==> src/hw/rtl/dq_pkg.sv <==
// Shared constants, codes and types for the double-ended queue.
`timescale 1ns / 1ps
package dq_pkg;

  localparam int DEPTH_DEF      = 16;
  localparam int DATA_WIDTH_DEF = 32;

  localparam int OP_W     = 3;
  localparam int WORD_W   = 32;
  localparam int STATUS_W = 2;
  localparam int COUNT_W  = 5;

  localparam logic [OP_W-1:0] OP_PUSH_TAIL = 3'd0;
  localparam logic [OP_W-1:0] OP_POP_TAIL  = 3'd1;
  localparam logic [OP_W-1:0] OP_PEEK_TAIL = 3'd2;
  localparam logic [OP_W-1:0] OP_PUSH_HEAD = 3'd3;
  localparam logic [OP_W-1:0] OP_POP_HEAD  = 3'd4;
  localparam logic [OP_W-1:0] OP_PEEK_HEAD = 3'd5;

  localparam logic [STATUS_W-1:0] ST_OK    = 2'd0;
  localparam logic [STATUS_W-1:0] ST_EMPTY = 2'd1;
  localparam logic [STATUS_W-1:0] ST_FULL  = 2'd2;

  typedef enum logic [1:0] {
    S_IDLE  = 2'b01,
    S_FETCH = 2'b10
  } dq_state_t;

  typedef struct packed {
    logic exec;
    logic capture;
  } dq_cmd_t;

endpackage

==> src/hw/rtl/dq_ram.sv <==
// Generic single-port RAM with registered read data.
`timescale 1ns / 1ps
module dq_ram #(
  parameter int WIDTH = 32,
  parameter int DEPTH = 16
) (
  input  logic                     clk,
  input  logic                     we,
  input  logic [$clog2(DEPTH)-1:0] addr,
  input  logic [WIDTH-1:0]         wdata,
  output logic [WIDTH-1:0]         rdata_r
);

  logic [WIDTH-1:0] mem [DEPTH];

  always_ff @(posedge clk) begin
    if (we) begin
      mem[addr] <= wdata;
    end
    rdata_r <= mem[addr];
  end

endmodule

==> src/hw/rtl/dq_ctrl.sv <==
// Handshake controller: accepts one word, waits for the RAM read, presents the result.
`timescale 1ns / 1ps
module dq_ctrl
  import dq_pkg::*;
(
  input  logic    clk,
  input  logic    rst_n,
  input  logic    in_valid,
  output logic    in_ready,
  output logic    out_valid,
  input  logic    out_ready,
  output dq_cmd_t cmd
);

  dq_state_t state_r, state_nxt;
  logic      out_valid_r, out_valid_nxt;

  assign in_ready  = (state_r == S_IDLE) && (!out_valid_r || out_ready);
  assign out_valid = out_valid_r;

  always_comb begin
    state_nxt     = state_r;
    out_valid_nxt = out_valid_r;
    cmd.exec      = 1'b0;
    cmd.capture   = 1'b0;
    case (state_r)
      S_IDLE: begin
        if (out_valid_r && out_ready) begin
          out_valid_nxt = 1'b0;
        end
        if (in_valid && in_ready) begin
          cmd.exec  = 1'b1;
          state_nxt = S_FETCH;
        end
      end
      S_FETCH: begin
        cmd.capture   = 1'b1;
        out_valid_nxt = 1'b1;
        state_nxt     = S_IDLE;
      end
      default: begin
        state_nxt     = S_IDLE;
        out_valid_nxt = 1'b0;
      end
    endcase
  end

  always_ff @(posedge clk) begin
    if (!rst_n) begin
      state_r     <= S_IDLE;
      out_valid_r <= 1'b0;
    end else begin
      state_r     <= state_nxt;
      out_valid_r <= out_valid_nxt;
    end
  end

endmodule

==> src/hw/rtl/dq_datapath.sv <==
// Ring pointers, word store and result registers of the double-ended queue.
`timescale 1ns / 1ps
module dq_datapath
  import dq_pkg::*;
#(
  parameter int DEPTH      = DEPTH_DEF,
  parameter int DATA_WIDTH = DATA_WIDTH_DEF
) (
  input  logic                clk,
  input  logic                rst_n,
  input  dq_cmd_t             cmd,
  input  logic [OP_W-1:0]     in_op,
  input  logic [WORD_W-1:0]   in_data_in,
  output logic [WORD_W-1:0]   out_data_out,
  output logic [STATUS_W-1:0] out_status,
  output logic [COUNT_W-1:0]  out_count
);

  localparam int IDX_W = $clog2(DEPTH);
  localparam int CNT_W = $clog2(DEPTH + 1);
  localparam int SUM_W = CNT_W + 1;

  logic [IDX_W-1:0]      head_r, head_nxt;
  logic [CNT_W-1:0]      count_r, count_nxt;
  logic                  pend_rd_r;
  logic [STATUS_W-1:0]   pend_status_r;
  logic [COUNT_W-1:0]    pend_count_r;
  logic [WORD_W-1:0]     data_out_r;
  logic [STATUS_W-1:0]   status_r;
  logic [COUNT_W-1:0]    count_out_r;

  logic                  full, empty;
  logic [SUM_W-1:0]      sum;
  logic [IDX_W-1:0]      head_dec, head_inc;
  logic [IDX_W-1:0]      ram_addr;
  logic                  ram_we;
  logic                  rd_ok;
  logic [STATUS_W-1:0]   status_c;
  logic [DATA_WIDTH-1:0] ram_rdata;

  function automatic logic [IDX_W-1:0] wrap_idx(input logic [SUM_W-1:0] v);
    if (v >= SUM_W'(DEPTH)) begin
      return IDX_W'(v - SUM_W'(DEPTH));
    end
    return IDX_W'(v);
  endfunction

  assign full     = (count_r == CNT_W'(DEPTH));
  assign empty    = (count_r == '0);
  assign sum      = SUM_W'(head_r) + SUM_W'(count_r);
  assign head_dec = (head_r == '0) ? IDX_W'(DEPTH - 1) : head_r - 1'b1;
  assign head_inc = (head_r == IDX_W'(DEPTH - 1)) ? '0 : head_r + 1'b1;

  always_comb begin
    head_nxt  = head_r;
    count_nxt = count_r;
    ram_addr  = head_r;
    ram_we    = 1'b0;
    rd_ok     = 1'b0;
    status_c  = ST_OK;
    case (in_op)
      OP_PUSH_TAIL: begin
        if (full) begin
          status_c = ST_FULL;
        end else begin
          ram_addr  = wrap_idx(sum);
          ram_we    = 1'b1;
          count_nxt = count_r + 1'b1;
        end
      end
      OP_PUSH_HEAD: begin
        if (full) begin
          status_c = ST_FULL;
        end else begin
          head_nxt  = head_dec;
          ram_addr  = head_dec;
          ram_we    = 1'b1;
          count_nxt = count_r + 1'b1;
        end
      end
      OP_POP_TAIL, OP_PEEK_TAIL: begin
        if (empty) begin
          status_c = ST_EMPTY;
        end else begin
          ram_addr = wrap_idx(sum - 1'b1);
          rd_ok    = 1'b1;
          if (in_op == OP_POP_TAIL) begin
            count_nxt = count_r - 1'b1;
          end
        end
      end
      OP_POP_HEAD, OP_PEEK_HEAD: begin
        if (empty) begin
          status_c = ST_EMPTY;
        end else begin
          rd_ok = 1'b1;
          if (in_op == OP_POP_HEAD) begin
            head_nxt  = head_inc;
            count_nxt = count_r - 1'b1;
          end
        end
      end
      default: begin
        status_c = ST_OK;
      end
    endcase
  end

  dq_ram #(
    .WIDTH (DATA_WIDTH),
    .DEPTH (DEPTH)
  ) u_ram (
    .clk     (clk),
    .we      (cmd.exec && ram_we),
    .addr    (ram_addr),
    .wdata   (DATA_WIDTH'(in_data_in)),
    .rdata_r (ram_rdata)
  );

  always_ff @(posedge clk) begin
    if (!rst_n) begin
      head_r  <= '0;
      count_r <= '0;
    end else if (cmd.exec) begin
      head_r  <= head_nxt;
      count_r <= count_nxt;
    end
  end

  always_ff @(posedge clk) begin
    if (cmd.exec) begin
      pend_rd_r     <= rd_ok;
      pend_status_r <= status_c;
      pend_count_r  <= COUNT_W'(count_nxt);
    end
    if (cmd.capture) begin
      data_out_r  <= pend_rd_r ? WORD_W'(ram_rdata) : '0;
      status_r    <= pend_status_r;
      count_out_r <= pend_count_r;
    end
  end

  assign out_data_out = data_out_r;
  assign out_status   = status_r;
  assign out_count    = count_out_r;

endmodule

==> src/hw/rtl/double_ended_queue_core.sv <==
// Top level of the double-ended queue: controller plus datapath.
//
// Double-ended queue of DEPTH words held in a ring buffer (a single-port RAM
// addressed from a head index and a stored count). Each input word carries one
// operation: push, pop or peek at the tail or at the head; every operation
// returns exactly one result with the word read (zero otherwise), a status
// (ok, empty on pop/peek, full on push) and the count after the operation.
// An accepted operation passes the FETCH state, where the registered read port
// of the ring RAM delivers the word, into the result register. A new word is
// accepted only in IDLE while the result port keeps up; the result register
// lets it in as the previous result is taken. The RAM needs no clearing pass.
`timescale 1ns / 1ps
module double_ended_queue_core
  import dq_pkg::*;
#(
  parameter int DEPTH      = DEPTH_DEF,
  parameter int DATA_WIDTH = DATA_WIDTH_DEF
) (
  input  logic                clk,
  input  logic                rst_n,
  input  logic                in_valid,
  output logic                in_ready,
  input  logic [OP_W-1:0]     in_op,
  input  logic [WORD_W-1:0]   in_data_in,
  output logic                out_valid,
  input  logic                out_ready,
  output logic [WORD_W-1:0]   out_data_out,
  output logic [STATUS_W-1:0] out_status,
  output logic [COUNT_W-1:0]  out_count
);

  dq_cmd_t cmd;

  dq_ctrl u_ctrl (
    .clk       (clk),
    .rst_n     (rst_n),
    .in_valid  (in_valid),
    .in_ready  (in_ready),
    .out_valid (out_valid),
    .out_ready (out_ready),
    .cmd       (cmd)
  );

  dq_datapath #(
    .DEPTH      (DEPTH),
    .DATA_WIDTH (DATA_WIDTH)
  ) u_datapath (
    .clk          (clk),
    .rst_n        (rst_n),
    .cmd          (cmd),
    .in_op        (in_op),
    .in_data_in   (in_data_in),
    .out_data_out (out_data_out),
    .out_status   (out_status),
    .out_count    (out_count)
  );

endmodule

==> config.mk <==
export PLATFORM = sky130hd
export DESIGN_NAME = double_ended_queue_core
export DESIGN_NICKNAME = d
export VERILOG_FILES = /design/src/hw/rtl/dq_pkg.sv /design/src/hw/rtl/dq_ram.sv /design/src/hw/rtl/dq_ctrl.sv /design/src/hw/rtl/dq_datapath.sv /design/src/hw/rtl/double_ended_queue_core.sv
export SDC_FILE = /design/constraint.sdc
export NUM_CORES = 1
export LEC_CHECK = 0
export ABC_AREA = 1
export BUFFER_PORTS_ARGS = -buffer_cell sky130_fd_sc_hd__buf_2
export CAP_MARGIN = 20
export CORE_ASPECT_RATIO = 1.75
export CORE_MARGIN = 10
export CORE_UTILIZATION = 55
export CTS_CLUSTER_DIAMETER = 30
export DETAILED_ROUTE_END_ITERATION = 8
export PLACE_DENSITY = 0.72
export RECOVER_POWER = 50
export SETUP_SLACK_MARGIN = 0.2
export SLEW_MARGIN = 20
export SYNTH_ARGS = -nofsm -noshare
export SYNTH_HDL_FRONTEND = slang
export SYNTH_SLANG_ARGS = --single-unit
==> constraint.sdc <==
create_clock -name clk -period 4.5 [get_ports clk]
set_input_delay 0.675 -clock clk [delete_from_list [all_inputs] [get_ports clk]]
set_output_delay 0.675 -clock clk [all_outputs]
set_load 0.005 [all_outputs]
# Word-level counts from Yosys, hierarchy flattened
# Memories as Yosys holds them, arrays and structs flattened. A register that Yosys moved wholly into a read port is not among the register bits.
# Cells that the tools add are included.
[op_classes] eq_ne=12 mux=38 order_cmp=2 add_sub_neg=8 reduce_logical=16
[ops] cell="$mux W4" n=11
[ops] cell="$mux W5" n=5
[ops] cell="$mux W1" n=16
[ops] cell="$pmux W5 S3" n=1
[ops] cell="$ge A6 B5 Y1 const B" n=2
[ops] cell="$pmux W4 S3" n=1
[ops] cell="$sub A4 B1 Y4 const B" n=3
[ops] cell="$pmux W4 S2" n=1
[ops] cell="$add A4 B5 Y6" n=1
[ops] cell="$eq A3 B2 Y1 const B" n=2
[ops] cell="$eq A3 B3 Y1 const B" n=2
[ops] cell="$reduce_or A2 Y1" n=3
[ops] cell="$sub A6 B1 Y6 const B" n=1
[ops] cell="$add A5 B1 Y5 const B" n=1
[ops] cell="$eq A5 B5 Y1 const B" n=1
[ops] cell="$logic_not A5 Y1" n=1
[ops] cell="$sub A5 B1 Y5 const B" n=1
[ops] cell="$add A4 B1 Y4 const B" n=1
[ops] cell="$eq A4 B4 Y1 const B" n=1
[ops] cell="$logic_and A1 B1 Y1" n=4
[ops] cell="$logic_not A4 Y1" n=1
[ops] cell="$ne A2 B2 Y1 const B" n=2
[ops] cell="$pmux W2 S2" n=1
[ops] cell="$reduce_and A4 Y1" n=1
[ops] cell="12 further kinds" n=12
[totals] mem_count=1 input_bits=39 mem_bits_rw=512 regBits=59 output_inout_bits=41
[memory_table] memory="u_datapath.u_ram.mem" words=16 width=32 read_ports=1 rd_clocked_by_memory_dff=1 write_ports=1 line_no="dq_ram.sv:14" source="logic [WIDTH-1:0] mem [DEPTH];"

# Depth between registers and ports, before layout
# Gate-level depths: netlist of run 1.
[logic_depth] depth_word=9 ltp_mapped=18 mapped_depth_nobuf=17

# Hierarchy
# From an unflattened synthesis of run 1, not the netlist that was laid out.
[unflattened] hier_cells=2484 hier_area_um2=25455.7
[by_module_without_submodules] module="dq_ram" area_each_um2=22213.8 cells_per_inst=2113 seq_area_each_um2=16015.4 instances=1
[by_module_without_submodules] module="dq_datapath" area_each_um2=3089.2 cells_per_inst=351 seq_area_each_um2=1591.5 instances=1
[by_module_without_submodules] module="dq_ctrl" area_each_um2=152.6 cells_per_inst=20 seq_area_each_um2=60.1 instances=1

# Worst setup path before layout of run 1
# OpenSTA, ideal clock, no wires.
[synth_timing] kind="register -> register" from="reg u_datapath.count_r[0]" to="mem u_datapath.u_ram.mem[10][0], enable pin" arrival_ns=3.668 path_stages_with_launch=14 setup_slack_ns=0.411 synth_period_minus_slack_ns=4.089 n_path_buf=2 path_cell_list="dfxtp_1 > ha_1 > fa_1 > inv_1 > ha_1 > nand2_1 > o211ai_1 > o21ai_1 > nor2_1 > nor2_2 > buf_4 > buf_2 > nand3_1 > nor2_1"
[synth_via] elab_chain_len=9 word_cells_on_any_way=27 cone_classes="4 x add/sub; 2 x order compare; 1 x eq/ne; 18 x mux; 2 x reduce/logical"
[synth_lines] item="start: declaration" line_no="dq_datapath.sv:24" source="logic [CNT_W-1:0] count_r, count_nxt;"
[synth_lines] item="start signal: assignment" line_no="dq_datapath.sv:126" source="count_r <= count_nxt;"
[synth_lines] item="$add A4 B5 Y6" line_no="dq_datapath.sv:50" source="assign sum = SUM_W'(head_r) + SUM_W'(count_r);"
[synth_lines] item="$sub A6 B1 Y6" line_no="dq_datapath.sv:85" source="ram_addr = wrap_idx(sum - 1'b1);"
[synth_lines] item="$ge A6 B5 Y1" line_no="dq_datapath.sv:42" source="if (v >= SUM_W'(DEPTH)) begin"
[synth_lines] item="$mux W1" line_no="dq_datapath.sv:42"
[synth_lines] item="$mux W1" line_no="dq_datapath.sv:82" source="if (empty) begin"
[synth_lines] item="$mux W1" line_no="dq_datapath.sv:61" source="case (in_op)"
[synth_lines] item="$mux W4" line_no="dq_datapath.sv:45" source="return IDX_W'(v);"
[synth_lines] item="$mux W4" line_no="dq_datapath.sv:82"
[synth_lines] item="$pmux W4 S3" line_no="dq_datapath.sv:61"
[synth_lines] item="end: declaration" line_no="dq_ram.sv:14"
# Several ways; a longest one is shown, not always the timed one. The select of a mux whose other input is x is not followed.

# Worst setup path in the final report of run 1
[layout_timing] from="reg u_datapath.count_r[0]" to="mem u_datapath.u_ram.mem[9][9], enable pin"
# The elaborated chain is that of the path after synthesis.

==> results of run 1 <==
[per-layer routing]
metal	global-route usage, %	vias to the layer above	wire [um]
met5	0	-	0
met4	11.4	0	2680
met3	3.66	193	4610
met2	40.1	831	33700
met1	26.0	8585	23000
li1	-	8421	-
[final cells by class]
cell class	count	area (um^2)	share of cell area, %
clock buffers	99	2220	7.51
flip-flops and latches	603	17700	59.7
inverters	139	527	1.78
repair buffers	122	795	2.68
multi-input cells	1618	6940	23.4
diodes	1	2.50	0.00846
clock inverters	61	713	2.41
well taps	583	729	2.47
[state kept, by name, indices dropped and copies added (netlist names)]
name and cells:
u_datapath.out_data_out 32, u_ctrl.state_r 2, u_datapath.pend_count_r 5, u_datapath.u_ram.rdata_r 32, u_datapath.count_r 5, u_datapath.out_count 5
u_datapath.pend_status_r 2, u_datapath.u_ram.mem 512, u_datapath.out_status 2, u_datapath.head_r 4, u_datapath.pend_rd_r 1, u_ctrl.out_valid 1
[cells in the final DEF (no fill, tap or decap), types with 13 or more instances in the layout]
| cell | Yosys | layout |
|---|---|---|
| nor2_1 | 34 | 16 |
| nand3_1 | 291 | 292 |
| buf_4 | 27 | 28 |
| inv_1 | 131 | 130 |
| nand2_1 | 1211 | 1211 |
| nor2_4 | 0 | 20 |
| a21oi_1 | 13 | 13 |
| dfxtp_1 | 44 | 44 |
| clkbuf_16 | 0 | 86 |
| buf_2 | 65 | 36 |
| o21ai_0 | 13 | 13 |
| clkbuf_1 | 36 | 57 |
| edfxtp_1 | 559 | 559 |
[final timing paths]
path | from | slack, ps | cells past startpoint | to
worst min register to register | u_datapath.pend_count_r[3]$_DFFE_PP_ | 430 | 0 | u_datapath.out_count[3]$_DFFE_PP_
worst min-delay path | rst_n | 370 | 3 | u_datapath.count_r[2]$_SDFFE_PN0P_
worst max-delay path | u_datapath.count_r[0]$_SDFFE_PN0P_ | 820 | 9 | u_datapath.u_ram.mem[9][9]$_DFFE_PP_
worst max register to register | u_datapath.count_r[0]$_SDFFE_PN0P_ | 820 | 9 | u_datapath.u_ram.mem[9][9]$_DFFE_PP_
[power breakdown]
part           leakage (nW)  switching [mW]  total (mW)  internal (mW)
combinational          5.65            1.05        1.44          0.385
clock                  1.42            2.61        6.77           4.16
sequential             5.42          0.0660        6.33           6.26
total                  12.5            3.73        14.5           10.8
[critical path, delay by kind of cell, from the launching register on]
kind	cells	cell delay, ps
buffers and inverters	2	450
flip-flops	1	370
AO/OA/AOI/OAI	3	760
AND/OR/NAND/NOR	3	1500
adder cells (fa/ha/maj)	1	290
[cells in the mapped netlist, types with 2 or more instances]
| cell type | count |
|---|---|
| a21oi_1 | 13 |
| nand3_1 | 291 |
| buf_2 | 65 |
| nor2_2 | 2 |
| xor2_1 | 4 |
| o21ai_0 | 13 |
| o21ai_1 | 3 |
| inv_2 | 8 |
| clkbuf_1 | 36 |
| edfxtp_1 | 559 |
| a221oi_1 | 2 |
| a21oi_2 | 2 |
| nand2_1 | 1211 |
| dfxtp_1 | 44 |
| nor3_1 | 2 |
| xnor2_1 | 5 |
| buf_4 | 27 |
| o2111ai_1 | 4 |
| or2_2 | 2 |
| nor2_1 | 34 |
| nand4_1 | 7 |
| buf_1 | 4 |
| ha_1 | 9 |
| inv_1 | 131 |
[cell families (layout without fill, tap and decap cells)]
logic type | Yosys count | after routing | synth area share, %
and+or+nand+nor | 1554 | 1554 | 24.5
xor gates and xnor gates | 9 | 9 | 0.307
DFF | 603 | 603 | 68.9
other | 0 | 1 | 0
buffers and inverters | 271 | 421 | 4.68
AOI/OAI and AO/OA | 45 | 45 | 1.13
adders and majority gates | 10 | 10 | 0.517
==> summary.md, run 1 <==
| Metric | Value |
|---|---|
| Status | complete, but fails checks |
| Failing checks | max-capacitance violations, max-slew violations |
| Worst-Margin Slew | 3030 ps |
| Initial antenna violation count | 1 |
| TritonCTS clock tree | built |
| Power Density | 491 nW/um^2 |
| Clk buf depth | 3 |
| Die W | 183 um |
| Setup WS post-layout | 823 ps |
| Share of the synthesized area in the top cell type | 65.5% |
| Initial DRC count | 1,661 |
| Final Hold Slack | 373 ps |
| Drt drc | 0 |
| TritonCTS buffer count | 86 |
| Pin count of the biggest net entering global routing | 152 |
| ANT nets after route | 0 |
| Endpoint class of the critical path | flip-flop |
| Final GP Congestion | 0.907 |
| Maxcap violations | 1 |
| Layout area overhead | 15.4% |
| Layout Nets | 2,619 |
| Final hold viol count | 0 |
| Worst vdd ir | 0.376 mV |
| Worst setup SP type | flip-flop |
| Total wire length | 64,000 um |
| Via count | 18.0k |
| Clock sinks | 603 |
| Most frequent CP cell | nand3_1 |
| Initial core utilization | 55.7% |
| Syn avg cell area | 10.3 um^2 |
| Final min period | 3680 ps |
| Placed cells | 3,065 |
| Synth Flop Type | edfxtp_1 |
| Synth area leaders | edfxtp_1 (65%), nand2_1 (18%), nand3_1 (5.7%) |
| Resized cells post-CTS | 0 |
| Die H | 306 um |
| Drt pass-1 iters | 5 |
| Fin util | 64.2% |
| Layout Skew | 19.5 ps |
| Syn Nets | 2,541 |
| Global Route Usage Sum | 22.7% |
| Area leader, netlist | edfxtp_1 |
| Instance count of the mapped netlist | 2,492 |
| PortBufs | 79 |
| Max-slew violations | 41 |
| Pleak | 12.5 nW |
| Slowest-stage cell, CP | nor2_4 |
| CP Data Required Time | 4800 ps |
| Post-CTS setup buffers | 0 |
| Max Freq | 0.272 GHz |
| First-pass GRT wire length | 98,900 um |
| Hpwl dp | 34,700 um |
| Setup violators final | 0 |
| Sequential fraction of the synthesis area | 68.9% |
| Worst Setup Path Type | flip-flop to flip-flop |
| Final non-filler cell total | 3,226 |
| Setup_tns | 0 ps |
| CTS H-Tree Depth | 3 |
| Share of cells above drive strength 1 | 9.73% |
| Arrival time worst endpoint | 3970 ps |
| Tcrit/Tclk final | 81.7% |
| Finished Cell Area | 29,600 um^2 |
| Share of synthesized registers carrying an async set or reset | 0% |
| CP Cell Sequence | inv_1 > ha_1 > nand3_1 > o211ai_1 > o21ai_1 > o21bai_4 > nand3_1 > nor2_4 > buf_12 |
| Layout filler cell count | 3,511 |
| Clock transition at path regs | 60 ps |
| Flops & latches, synth | 603 |
| Clock root cell | clkbuf_16 |
| Number of global-route vias before repair | 18.0k |
| Pre-CTS WS | 896 ps |
| Unrepaired setup endpoints after global routing | no |
| Slowest Stage Delay on Critical Path | 650 ps |
| Post-DR vias/cell | 5.59 |
| Routed length per instance | 19.8 um |
| CP max FO | 17 |
| Worst-skew pair later-pin latency | 610 ps |
| Gr ovfl total | 0 |
| Yosys Warn Count | 0 |
| Top-level port count | 80 |
| Total power | 14.5 mW |
| Site Rows | 104 |
| EDFF count, synth | 559 |
| Placed Area | 26,700 um^2 |
| CTS Hold Buffers Added | 0 |
| Rel. slew slack | -102% |
| Hold crit path type | input port to flip-flop |
| Core area | 46,100 um^2 |
| Die area | 56,000 um^2 |
| Post-Syn Area | 25,600 um^2 |
| Distinct cells, synth | 38 |
Note: power is estimated with default switching activity, not from simulation.
==> run 2, diff against run 1 <==
clock period = 3.4 ns   (was 4.5 ns; I/O delays follow)
==> run 2 against run 1 <==
Compared with the run above:
- the flow now finishes without violations
- sequential cell count did not move
- highest routed layer unchanged
- routed wire length is 0.33% higher
- clock power up 16%
- final cell count about the same
- sequential power grew 32%
==> summary.md, run 2 (same netlist as run 1, synthesis figures left out) <==
| Metric | Value |
|---|---|
| Status | completed |
| Worst Setup Path Type | flip-flop to flip-flop |
| Post-DR vias/cell | 5.58 (about the same) |
| Clock sinks | 603 (unchanged) |
| Initial DRC count | 1,751 (+5.4%) |
| Maxcap violations | 0 (-1) |
| Initial antenna violation count | 3 (+2) |
| Layout Nets | 2,630 (+0.42%) |
| Final hold viol count | 0 (unchanged) |
| Top-level port count | 80 (unchanged) |
| Pleak | 12.5 nW (+0.28%) |
| Most frequent cells in the layout | nand2_1 (1,209), edfxtp_1 (559), nand3_1 (287) |
| Rel. slew slack | 6.42% (+110 points) |
| Core area | 46,100 um^2 (unchanged) |
| Hold path start | rst_n |
| Placed Area | 27,300 um^2 (+2.0%) |
| Drt drc | 0 (unchanged) |
| Clock Power Share | 43.3% (-3.3 points) |
| Layout area overhead | 16.3% |
| CP Cell Sequence | ha_1 > fa_1 > inv_1 > ha_1 > nand2_1 > o211ai_1 > o21ai_2 > nor2_1 > nor2_4 > nand3_4 > nor2_4 > buf_12 > clkbuf_16 |
| Clock root cell | clkbuf_16 |
| First-pass GRT wire length | 98,400 um (-0.43%) |
| Endpoint class of the critical path | flip-flop |
| Via count | 18.0k (+0.011%) |
| CP Data Required Time | 3700 ps (-1100 ps) |
| Largest register FFs | 512 (unchanged) |
| Setup violators final | 0 (unchanged) |
| Setup_tns | 0 ps (unchanged) |
| Part of the power in registers | 46.0% (+2.5 points) |
| CP max FO | 8 (-9) |
| Clock transition at path regs | 60 ps (about the same) |
| Site Rows | 104 (unchanged) |
| FF-to-FF setup slack | 260 ps (-570 ps) |
| Final min period | 3140 ps (-535 ps) |
| Layout Skew | 33.1 ps (+13.6 ps) |
| Hold path endpoint | u_datapath.count_r[2]$_SDFFE_PN0P_ |
| Worst setup SP type | flip-flop |
| Max Freq | 0.318 GHz (+17%) |
| Comb pwr share | 10.8% (+0.9 points) |
| Worst-Margin Slew | 1400 ps (-1630 ps) |
| Crit path from | u_datapath.count_r[0]$_SDFFE_PN0P_ |
| Global Route Usage Sum | 22.5% (-0.14 points) |
| Arrival time worst endpoint | 3450 ps (-520 ps) |
| Number of global-route vias before repair | 18.0k (-0.072%) |
| Psw | 4.75 mW (+27%) |
| Reg2Reg Launch Point | u_datapath.count_r[0]$_SDFFE_PN0P_ |
| CTS H-Tree Depth | 3 (unchanged) |
| Int Power | 13.4 mW (+24%) |
| Slowest-stage cell, CP | fa_1 |
| Pin count of the biggest net entering global routing | 116 (-24%) |
| Share of cells above drive strength 1 | 10.4% (+0.72 points) |
| Slowest Stage Delay on Critical Path | 520 ps (-130 ps) |
| Hpwl dp | 34,800 um (+0.30%) |
| Finished Cell Area | 29,800 um^2 (+0.77%) |
| Worst vdd ir | 0.411 mV (+9.5%) |
| TritonCTS buffer count | 75 (-13%) |
| Routed length per instance | 19.9 um (+0.24%) |
| Sw frac | 26.1% (+0.44 points) |
| CTS Hold Buffers Added | 0 (unchanged) |
| Die H | 306 um (unchanged) |
| Pre-CTS WS | 262 ps (-634 ps) |
| Reg2reg end | u_datapath.u_ram.mem[3][14]$_DFFE_PP_ |
| ANT nets after route | 0 (unchanged) |
| Hold Path Depth | 3 (unchanged) |
| Reg2reg path depth | 13 (+4) |
| Worst-skew pair later-pin latency | 610 ps (about the same) |
| TritonCTS clock tree | built |
| Gr ovfl total | 0 (unchanged) |
| Tcrit/Tclk final | 92.4% (+11 points) |
| Drt pass-1 iters | 6 (+1) |
| Hold crit path type | input port to flip-flop |
| Unrepaired setup endpoints after global routing | yes |
| Die area | 56,000 um^2 (unchanged) |
| Die W | 183 um (unchanged) |
| Power Density | 610 nW/um^2 (+24%) |
| Clk buf depth | 3 (unchanged) |
| Reg with most FFs | u_datapath.u_ram.mem |
| Max-slew violations | 0 (-100%) |
| Final GP Congestion | 0.896 (-1.3%) |
| Initial core utilization | 55.7% (unchanged) |
| Setup WS post-layout | 258 ps (-565 ps) |
| Total wire length | 64,200 um (+0.33%) |
| Commonest non-fill, non-tap cell in the layout | nand2_1 |
| PortBufs | 79 (unchanged) |
[run 2: timing repair]
item	in CTS	in global routing
buffers inserted	0	1
endpoints found under the setup margin	0	466
gates resized for setup	0	7
[run 2: final cells by class]
type                    instances  area [um^2]
flip-flops and latches        603        17700
fillers                      3471        16200
multi-input cells            1618         7010
clock buffers                  84         1950
repair buffers                144         1370
well taps                     583          729
clock inverters                55          561
inverters                     139          527
diodes                          3         7.51
[run 2: metal layers]
layer / share of wire (%) / global-route usage, % / up-vias / routed length (um)
met5: 0 / 0 / - / 0
li1: - / - / 8438 / -
met3: 7.2 / 4.15 / 160 / 4630
met1: 38 / 26.8 / 8671 / 24300
met2: 51 / 38.8 / 763 / 32900
met4: 3.7 / 10.2 / 0 / 2370
[run 2: critical path, delay by kind of cell (launching register included)]
kind,cells,cell delay (ps)
flops,1,340
buf+inv,3,390
fa+ha+maj,3,1060
compound gates,2,230
simple gates,5,830
[run 2: worst max-delay path by stage]
stage / endpoint / cells past startpoint
after floorplan: u_datapath.u_ram.mem[10][0]$_DFFE_PP_ / 13
after global placement: u_datapath.u_ram.mem[6][25]$_DFFE_PP_ / 12
after detailed placement: u_datapath.u_ram.mem[6][25]$_DFFE_PP_ / 12
after CTS: u_datapath.u_ram.mem[3][11]$_DFFE_PP_ / 12
after global routing: u_datapath.u_ram.mem[3][30]$_DFFE_PP_ / 13
final: u_datapath.u_ram.mem[3][14]$_DFFE_PP_ / 13
[run 2: power groups by stage]
stage	logic [mW]	registers, mW	clock network, mW
2_1_floorplan	1.36	8.48	0
3_3_place_gp	1.89	8.52	0
3_5_place_dp	1.93	8.51	0
4_1_cts	1.95	8.36	7.95
5_1_grt	2.20	8.37	8.28
6_report	1.96	8.37	7.87
[run 2: through the flow]
stage	utilization, %	total power, mW	hold WS, ps	instances
finish	64.7	18.2	238	3229
global route	64.7	18.9	239	3229
CTS	64.6	18.3	206	3222
detailed placement	59.2	10.4	405	3083
global placement	59.2	10.4	403	3083
floorplan	-	9.84	400	2492
